**config.mk**
```make
export PLATFORM = sky130hd
export DESIGN_NAME = bcd_display_scan_with_decimal_load
export DESIGN_NICKNAME = d
export VERILOG_FILES = /design/src/design/bdsl_pkg.sv /design/src/design/bcd_display_scan_with_decimal_load.sv /design/src/design/bdsl_front.sv /design/src/design/bdsl_queue.sv /design/src/design/bdsl_back.sv
export SDC_FILE = /design/constraint.sdc
export NUM_CORES = 1
export LEC_CHECK = 0
export BUFFER_PORTS_ARGS = -buffer_cell sky130_fd_sc_hd__buf_2
export CORE_MARGIN = 1
export CORE_UTILIZATION = 40
export CTS_CLUSTER_DIAMETER = 100
export CTS_CLUSTER_SIZE = 16
export DETAILED_ROUTE_END_ITERATION = 6
export GPL_TIMING_DRIVEN = 0
export SLEW_MARGIN = 20
export SYNTH_ARGS = -nofsm -noshare
export SYNTH_HDL_FRONTEND = slang
export SYNTH_SLANG_ARGS = --single-unit
```
**constraint.sdc**
```tcl
create_clock -name clk -period 3.15 [get_ports clk]
set_input_delay 0.315 -clock clk [delete_from_list [all_inputs] [get_ports clk]]
set_output_delay 0.315 -clock clk [all_outputs]
set_load 0.01 [all_outputs]
```
**src/design/bdsl_pkg.sv**
```systemverilog
// ----------------------------------------------------------------------------
// bdsl_pkg
// Shared types and constants of the BCD display scanner with decimal load.
// ----------------------------------------------------------------------------
package bdsl_pkg;

  // Default digit count of the store.
  localparam int DIGITS_DEFAULT = 6;

  // Fixed field widths.
  localparam int CMD_W   = 2;
  localparam int VALUE_W = 32;
  localparam int HALF_W  = 16;
  localparam int BCD_W   = 4;
  localparam int POS_W   = 3;

  // Command codes on the input channel.
  localparam logic [CMD_W-1:0] CMD_TICK       = 2'd0;
  localparam logic [CMD_W-1:0] CMD_LOAD_FULL  = 2'd1;
  localparam logic [CMD_W-1:0] CMD_LOAD_RED   = 2'd2;
  localparam logic [CMD_W-1:0] CMD_LOAD_GREEN = 2'd3;

  // Classified operation as it travels through the queue.
  typedef enum logic [1:0] {
    OP_TICK,
    OP_LOAD_FULL,
    OP_LOAD_RED,
    OP_LOAD_GREEN
  } op_t;

  // One queued item.
  typedef struct packed {
    op_t                op;
    logic [VALUE_W-1:0] value;
  } q_item_t;

  // Write side of the queue.
  typedef struct packed {
    logic    valid;
    q_item_t item;
  } q_push_t;

  // Read side of the queue.
  typedef struct packed {
    logic    valid;
    q_item_t item;
  } q_head_t;

  // Back-end sequencer states.
  typedef enum logic {
    ST_IDLE,
    ST_CONV
  } state_t;

endpackage

```
**src/design/bcd_display_scan_with_decimal_load.sv**
```systemverilog
// ----------------------------------------------------------------------------
// bcd_display_scan_with_decimal_load
// Multiplexed BCD display scanner with a binary-to-decimal load path.
// ----------------------------------------------------------------------------
// Usage:
//   The command channel (cmd_valid / cmd_stall) takes one item per command:
//   a tick, a full load, or a half load into the red or green half. The
//   display channel (disp_valid / disp_stall) returns one item per tick with
//   the BCD code, the counter reset and clock pulses, and the store entry.
//   Loads return nothing.
//   Items pass through a two-entry queue into the executing back end. A tick
//   shows its result on the display ports through the output register once
//   the back end takes it from the queue, and the back end takes one tick per
//   cycle while the receiver does not stall. A load occupies the back end for
//   a fetch of the item and 32 double-dabble steps, one value bit per cycle,
//   set by the single shared BCD shift-and-correct unit. Items queued behind
//   a load wait for it, so a load followed by a tick shows the new digits.
//   Reset clears the digit store, the scan position and the queue.
//   While the receiver stalls, the held result stays stable, the next tick
//   waits in the queue, and the command channel stalls once the queue fills.
// ----------------------------------------------------------------------------
module bcd_display_scan_with_decimal_load #(
  parameter int DIGITS = bdsl_pkg::DIGITS_DEFAULT
) (
  input  logic                          clk,
  input  logic                          rst,
  input  logic                          cmd_valid,
  output logic                          cmd_stall,
  input  logic [bdsl_pkg::CMD_W-1:0]    command,
  input  logic [bdsl_pkg::VALUE_W-1:0]  value,
  output logic                          disp_valid,
  input  logic                          disp_stall,
  output logic [bdsl_pkg::BCD_W-1:0]    bcd_code,
  output logic                          reset_pulse,
  output logic                          clock_pulse,
  output logic [bdsl_pkg::POS_W-1:0]    position
);

  bdsl_pkg::q_push_t push;
  bdsl_pkg::q_head_t head;
  logic              q_full;
  logic              pop;

  // Front end: accept and classify.
  bdsl_front u_front (
    .cmd_valid (cmd_valid),
    .command   (command),
    .value     (value),
    .q_full    (q_full),
    .cmd_stall (cmd_stall),
    .push      (push)
  );

  // Queue between front and back.
  bdsl_queue u_queue (
    .clk  (clk),
    .rst  (rst),
    .push (push),
    .pop  (pop),
    .full (q_full),
    .head (head)
  );

  // Back end: scan and convert.
  bdsl_back #(
    .DIGITS (DIGITS)
  ) u_back (
    .clk         (clk),
    .rst         (rst),
    .head        (head),
    .pop         (pop),
    .disp_valid  (disp_valid),
    .disp_stall  (disp_stall),
    .bcd_code    (bcd_code),
    .reset_pulse (reset_pulse),
    .clock_pulse (clock_pulse),
    .position    (position)
  );

endmodule

```
**src/design/bdsl_front.sv**
```systemverilog
// ----------------------------------------------------------------------------
// bdsl_front
// Accepts command items, classifies them and masks half-load values.
// ----------------------------------------------------------------------------
module bdsl_front (
  input  logic                          cmd_valid,
  input  logic [bdsl_pkg::CMD_W-1:0]    command,
  input  logic [bdsl_pkg::VALUE_W-1:0]  value,
  input  logic                          q_full,
  output logic                          cmd_stall,
  output bdsl_pkg::q_push_t             push
);

  // The front only stalls when the queue has no room.
  assign cmd_stall = q_full;

  // Decode the command and trim the value for half loads.
  always_comb begin
    push.valid      = cmd_valid && !q_full;
    push.item.value = value;
    unique case (command)
      bdsl_pkg::CMD_TICK: begin
        push.item.op = bdsl_pkg::OP_TICK;
      end
      bdsl_pkg::CMD_LOAD_FULL: begin
        push.item.op = bdsl_pkg::OP_LOAD_FULL;
      end
      bdsl_pkg::CMD_LOAD_RED: begin
        push.item.op    = bdsl_pkg::OP_LOAD_RED;
        push.item.value = {{(bdsl_pkg::VALUE_W-bdsl_pkg::HALF_W){1'b0}},
                           value[bdsl_pkg::HALF_W-1:0]};
      end
      default: begin
        push.item.op    = bdsl_pkg::OP_LOAD_GREEN;
        push.item.value = {{(bdsl_pkg::VALUE_W-bdsl_pkg::HALF_W){1'b0}},
                           value[bdsl_pkg::HALF_W-1:0]};
      end
    endcase
  end

endmodule

```
**src/design/bdsl_queue.sv**
```systemverilog
// ----------------------------------------------------------------------------
// bdsl_queue
// Two-entry queue between the front and the back of the scanner.
// ----------------------------------------------------------------------------
module bdsl_queue (
  input  logic              clk,
  input  logic              rst,
  input  bdsl_pkg::q_push_t push,
  input  logic              pop,
  output logic              full,
  output bdsl_pkg::q_head_t head
);

  bdsl_pkg::q_item_t slots [2];
  logic              wr_ptr;
  logic              rd_ptr;
  logic [1:0]        count;

  assign full       = (count == 2'd2);
  assign head.valid = (count != 2'd0);
  assign head.item  = slots[rd_ptr];

  // Pointers and fill count.
  always_ff @(posedge clk) begin
    if (rst) begin
      wr_ptr <= 1'b0;
      rd_ptr <= 1'b0;
      count  <= 2'd0;
    end else begin
      if (push.valid) begin
        wr_ptr <= !wr_ptr;
      end
      if (pop) begin
        rd_ptr <= !rd_ptr;
      end
      if (push.valid && !pop) begin
        count <= count + 2'd1;
      end else if (!push.valid && pop) begin
        count <= count - 2'd1;
      end
    end
  end

  // Slot storage.
  always_ff @(posedge clk) begin
    if (push.valid) begin
      slots[wr_ptr] <= push.item;
    end
  end

endmodule

```
**src/design/bdsl_back.sv**
```systemverilog
// ----------------------------------------------------------------------------
// bdsl_back
// Executes queued items: scan ticks and bit-serial decimal loads.
// ----------------------------------------------------------------------------
module bdsl_back #(
  parameter int DIGITS = bdsl_pkg::DIGITS_DEFAULT
) (
  input  logic                         clk,
  input  logic                         rst,
  input  bdsl_pkg::q_head_t            head,
  output logic                         pop,
  output logic                         disp_valid,
  input  logic                         disp_stall,
  output logic [bdsl_pkg::BCD_W-1:0]   bcd_code,
  output logic                         reset_pulse,
  output logic                         clock_pulse,
  output logic [bdsl_pkg::POS_W-1:0]   position
);

  localparam int HALF   = DIGITS / 2;
  localparam int IDX_W  = $clog2(DIGITS);
  localparam int SCAN_W = $clog2(DIGITS + 1);
  localparam int DW     = bdsl_pkg::BCD_W * DIGITS;
  localparam int CNT_W  = $clog2(bdsl_pkg::VALUE_W);
  localparam logic [CNT_W-1:0]  CNT_LAST  = CNT_W'(bdsl_pkg::VALUE_W - 1);
  localparam logic [SCAN_W-1:0] SCAN_TOP  = SCAN_W'(DIGITS);
  localparam logic [IDX_W-1:0]  ENTRY_TOP = IDX_W'(DIGITS - 1);

  bdsl_pkg::state_t         state;
  bdsl_pkg::state_t         state_next;
  logic [bdsl_pkg::BCD_W-1:0] digit_store [DIGITS];
  logic [SCAN_W-1:0]        scan_index;
  logic [SCAN_W-1:0]        scan_index_next;
  logic [CNT_W-1:0]         bit_cnt;
  logic [bdsl_pkg::VALUE_W-1:0] bin;
  logic [DW-1:0]            bcd;
  logic [DW-1:0]            bcd_adj;
  logic [DW-1:0]            bcd_next;
  bdsl_pkg::op_t            load_op;
  logic                     out_free;
  logic                     tick_fire;
  logic                     load_start;
  logic                     conv_step;
  logic                     conv_done;
  logic                     wrap;
  logic [SCAN_W-1:0]        scan_eff;
  logic [IDX_W-1:0]         entry;
  logic [DIGITS-1:0]        wr_mask;
  logic [bdsl_pkg::BCD_W-1:0] wr_digit [DIGITS];

  assign out_free = !disp_valid || !disp_stall;

  // Next state of the sequencer.
  always_comb begin
    state_next = state;
    unique case (state)
      bdsl_pkg::ST_IDLE: begin
        if (head.valid && head.item.op != bdsl_pkg::OP_TICK) begin
          state_next = bdsl_pkg::ST_CONV;
        end
      end
      default: begin
        if (bit_cnt == CNT_LAST) begin
          state_next = bdsl_pkg::ST_IDLE;
        end
      end
    endcase
  end

  // Sequencer outputs.
  always_comb begin
    pop        = 1'b0;
    tick_fire  = 1'b0;
    load_start = 1'b0;
    conv_step  = 1'b0;
    conv_done  = 1'b0;
    unique case (state)
      bdsl_pkg::ST_IDLE: begin
        if (head.valid) begin
          if (head.item.op == bdsl_pkg::OP_TICK) begin
            if (out_free) begin
              pop       = 1'b1;
              tick_fire = 1'b1;
            end
          end else begin
            pop        = 1'b1;
            load_start = 1'b1;
          end
        end
      end
      default: begin
        conv_step = 1'b1;
        conv_done = (bit_cnt == CNT_LAST);
      end
    endcase
  end

  // Scan position: wrap once the position has run past the last entry.
  always_comb begin
    wrap            = (scan_index >= SCAN_TOP);
    scan_eff        = wrap ? '0 : scan_index;
    entry           = ENTRY_TOP - scan_eff[IDX_W-1:0];
    scan_index_next = scan_eff + SCAN_W'(1);
  end

  // One double-dabble step: add three to every digit of five or more, then shift.
  always_comb begin
    for (int k = 0; k < DIGITS; k++) begin
      if (bcd[bdsl_pkg::BCD_W*k +: bdsl_pkg::BCD_W] >= 4'd5) begin
        bcd_adj[bdsl_pkg::BCD_W*k +: bdsl_pkg::BCD_W] =
          bcd[bdsl_pkg::BCD_W*k +: bdsl_pkg::BCD_W] + 4'd3;
      end else begin
        bcd_adj[bdsl_pkg::BCD_W*k +: bdsl_pkg::BCD_W] =
          bcd[bdsl_pkg::BCD_W*k +: bdsl_pkg::BCD_W];
      end
    end
    bcd_next = {bcd_adj[DW-2:0], bin[bdsl_pkg::VALUE_W-1]};
  end

  // Which store entries a finished load writes, and with which digit.
  always_comb begin
    for (int k = 0; k < DIGITS; k++) begin
      int src;
      src = k;
      unique case (load_op)
        bdsl_pkg::OP_LOAD_FULL: begin
          wr_mask[k] = 1'b1;
        end
        bdsl_pkg::OP_LOAD_RED: begin
          wr_mask[k] = (k < HALF);
        end
        bdsl_pkg::OP_LOAD_GREEN: begin
          wr_mask[k] = (k >= HALF) && (k < 2 * HALF);
          src        = (k >= HALF) ? k - HALF : 0;
        end
        default: begin
          wr_mask[k] = 1'b0;
        end
      endcase
      wr_digit[k] = bcd_next[bdsl_pkg::BCD_W*src +: bdsl_pkg::BCD_W];
    end
  end

  // Control state and the digit store.
  always_ff @(posedge clk) begin
    if (rst) begin
      state      <= bdsl_pkg::ST_IDLE;
      scan_index <= '0;
      bit_cnt    <= '0;
      disp_valid <= 1'b0;
      for (int k = 0; k < DIGITS; k++) begin
        digit_store[k] <= '0;
      end
    end else begin
      state <= state_next;
      if (tick_fire) begin
        disp_valid <= 1'b1;
        scan_index <= scan_index_next;
      end else if (!disp_stall) begin
        disp_valid <= 1'b0;
      end
      if (load_start) begin
        bit_cnt <= '0;
      end else if (conv_step) begin
        bit_cnt <= bit_cnt + CNT_W'(1);
      end
      if (conv_done) begin
        for (int k = 0; k < DIGITS; k++) begin
          if (wr_mask[k]) begin
            digit_store[k] <= wr_digit[k];
          end
        end
      end
    end
  end

  // Conversion datapath and the output register.
  always_ff @(posedge clk) begin
    if (load_start) begin
      bin     <= head.item.value;
      bcd     <= '0;
      load_op <= head.item.op;
    end else if (conv_step) begin
      bin <= {bin[bdsl_pkg::VALUE_W-2:0], 1'b0};
      bcd <= bcd_next;
    end
    if (tick_fire) begin
      bcd_code    <= digit_store[entry];
      reset_pulse <= wrap;
      clock_pulse <= !wrap;
      position    <= bdsl_pkg::POS_W'(entry);
    end
  end

endmodule
```
==> impl_metrics.yaml <==
timing:
  hold_violations: 0
  fin_crit_ps: 2100
  fmax_mhz: 477
  slew-limit-headroom_pct: 53.9
  period_share_pct: 66.6
  rsz0062_at_grt: "false"
  skew_ps: 7.65
  worstMarginPinSlew_ps: 690
  maxSlewViolCount: 0
  setup_viol: 0
  setup_ws_ps: 1050
finish:
  fin_nets: 720
  area_growth_pct: 16.1
  final_cells: 903
  drive_gt1_share_pct: 17.2
  nFillCells: 1612
  n_antenna_cell: 0
global_route:
  grt-ovfl-total: 0
  grt_max_degree: 32
  grt_pass1_wl_um: 22700
  grt_util_all_layers_pct: 15.3
  grt_pass1_vias: 4627
  antenna_found_initial: 1
worst_setup_path:
  path_class: "reg2reg"
  cp_num_buf_inv: 0
  crit_chain: "ha_1, and3_1, ha_1, nand2_1, nor3_1, nand2_1, o22ai_1"
  crit_path_end_kind: "flip-flop"
  arrival_ps: 2360
  crit_slowest_cell: "nor3_1"
  cp_top_family: "simple AND/OR/NAND/NOR gates"
  worstPathMaxFanout: 6
  cp-start-kind: "flip-flop"
  cpPeakStageDelay_ps: 450
  required_ps: 3410
yosys:
  yosysWarnings: 0
  synth_edf_count: 135
  syn_inst: 592
  ys_seq_elements: 174
  synth.distinct_cells: 43
  synth_flop_cell: "edfxtp_1"
  synth.avg_cell_area_um2: 12.7
  yosysSeqAreaShare_pct: 64.3
  async_flop_share_pct: 0
  synth_nets: 651
  synthesis.area_um2: 7520
flow_run:
  drv_cap: 0
clock_network:
  numClockSinks: 174
  post_cts_resized: 0
  clkTransAtPathRegs_ps: 70
  post_cts_buffers: 0
  root_buffer: "clkbuf_16"
  clk_latency_ps: 440
  cts_hold_buffers: 0
  cts_tree: "done"
  clk_path_buf_depth: 2
  numCtsBuffers: 17
  htreeDepth: 4
pwr:
  powerDensity_nw_per_um2: 879
  p_leak_uw: 0.00319
  ir_drop_v: 0.000556
floorplan:
  die_area_um2: 19300
  core_area_um2: 18200
  die_x_um: 139
  io_pins: 49
  die_h_um: 139
  fp-row-count: 49
  start_util_pct: 41.3
place:
  place_congestion: 0.839
  dp_slack_ps: 876
  place_inst: 871
  dp_hpwl_um: 9870
  io_buffers: 47
routing:
  drc: 3
  wl_um: 14200
  viasPerCell: 5.14
  first_pass_iters: 6
  drtAntennaViolNets: 0
  post_drt_wl_per_cell_um: 15.7
  num_vias: 4645
  initialDrtViolationCount: 326
run_status:
  status: "finished, violations left"
  violations: "design-rule violations"
worst_hold_path:
  holdCritPathClass: "in2reg"
[cells by family (layout without fill, tap and decap cells)]
kind of cell | after synthesis | after routing | share of synthesized area [%]
buf+inv | 48 | 130 | 2.98
mux | 66 | 66 | 8.91
flops | 174 | 174 | 64.3
xor+xnor | 12 | 12 | 1.40
simple gates | 166 | 166 | 10.8
fa+ha+maj | 21 | 21 | 3.50
compound gates | 105 | 105 | 8.14
[per-layer routing]
layer  GRT usage, %  up-vias  wire length [um]
met2           24.8       92              6790
met5              0        -                 0
met3           4.59       26               537
met4           6.14        0               280
met1           19.2     2241              6560
li1               -     2286                 -
[cell usage in the layout, fill, tap and decap left out, types with 7 or more instances in the layout]
cell type	instances
edfxtp_1	135
nand2b_1	13
dfxtp_1	39
mux2i_1	59
clkbuf_1	9
nor2b_1	19
nand2_1	56
ha_1	21
inv_1	20
nor3b_1	10
clkbuf_16	17
o21ai_0	15
o22ai_1	10
buf_2	61
nor2_1	45
a21oi_1	59
mux2_2	7
[flip-flops by register name, indices dropped and copies added (netlist names), named ones only]
name and flops:
u_queue.rd_ptr 1, u_back.bcd_code 4, u_back.clock_pulse 1, u_queue.slots 68, u_queue.count 2, u_back.scan_index 3, u_back.bit_cnt 5, u_back.reset_pulse 1
u_back.load_op 2, u_back.bin 32, u_back.bcd 24, u_back.digit_store 24, u_back.disp_valid 1, u_back.state 1, u_back.position 3, u_queue.wr_ptr 1
[through the flow]
step / hold slack, ps / instance area (um^2) / power (uW) / util, % / TNS [ps]
after floorplan: 414 / 7520 / 4910 / - / 0
after global placement: 455 / 8040 / 5400 / 44.1 / -10340
after detailed placement: 465 / 8120 / 5560 / 44.6 / 0
after CTS: 45.9 / 8720 / 7730 / 47.9 / 0
after global routing: 44.5 / 8730 / 8090 / 47.9 / 0
final: 64.0 / 8730 / 7670 / 47.9 / 0
[synthesized netlist by cell type (6+ instances only)]
library cell,instances,area share (%)
nor2_1,46,2.3
nand2_1,56,2.8
buf_2,14,0.93
edfxtp_1,135,54
nand2b_1,14,1.2
nor3b_1,10,1.0
mux2i_1,59,7.9
o21ai_0,15,1.0
dfxtp_1,39,10
mux2_2,7,1.0
o22ai_1,10,0.83
xor2_1,6,0.70
ha_1,21,3.5
nor2b_1,19,1.6
xnor2_1,6,0.70
a21oi_1,59,3.9
inv_1,20,1.0
clkbuf_1,7,0.35
[final cells by class]
cell class                 count  area, um^2  share of cell area (%)
clock inverter                13         175                    2.01
sequential                   174        4830                    55.4
timing repair buffer          50         303                    3.47
multi-input combinational    370        2470                    28.3
tap                          229         287                    3.28
clock buffer                  19         433                    4.96
inverter                      22        82.6                   0.946
buffer                        26         141                    1.62
[worst paths after layout]
check | startpoint | end | slack, ps | cells after the start
max | u_back.bit_cnt[0]$_SDFFE_PP0P_ | u_back.digit_store[2][2]$_SDFFCE_PN0P_ | 1050 | 7
min | value[15] | u_queue.slots[1][15]$_DFFE_PP_ | 60 | 1
max reg2reg | u_back.bit_cnt[0]$_SDFFE_PP0P_ | u_back.digit_store[2][2]$_SDFFCE_PN0P_ | 1050 | 7
min reg2reg | u_back.bcd[13]$_SDFFE_PP0P_ | u_back.bcd[13]$_SDFFE_PP0P_ | 470 | 2
[report_power, final]
part	internal (uW)	leakage [uW]	switching [uW]
Clock	1210	0.000295	968
Sequential	3180	0.00161	200
Combinational	807	0.00129	1300
Total	5200	0.00319	2470
Power figures use the tool's default switching activity.
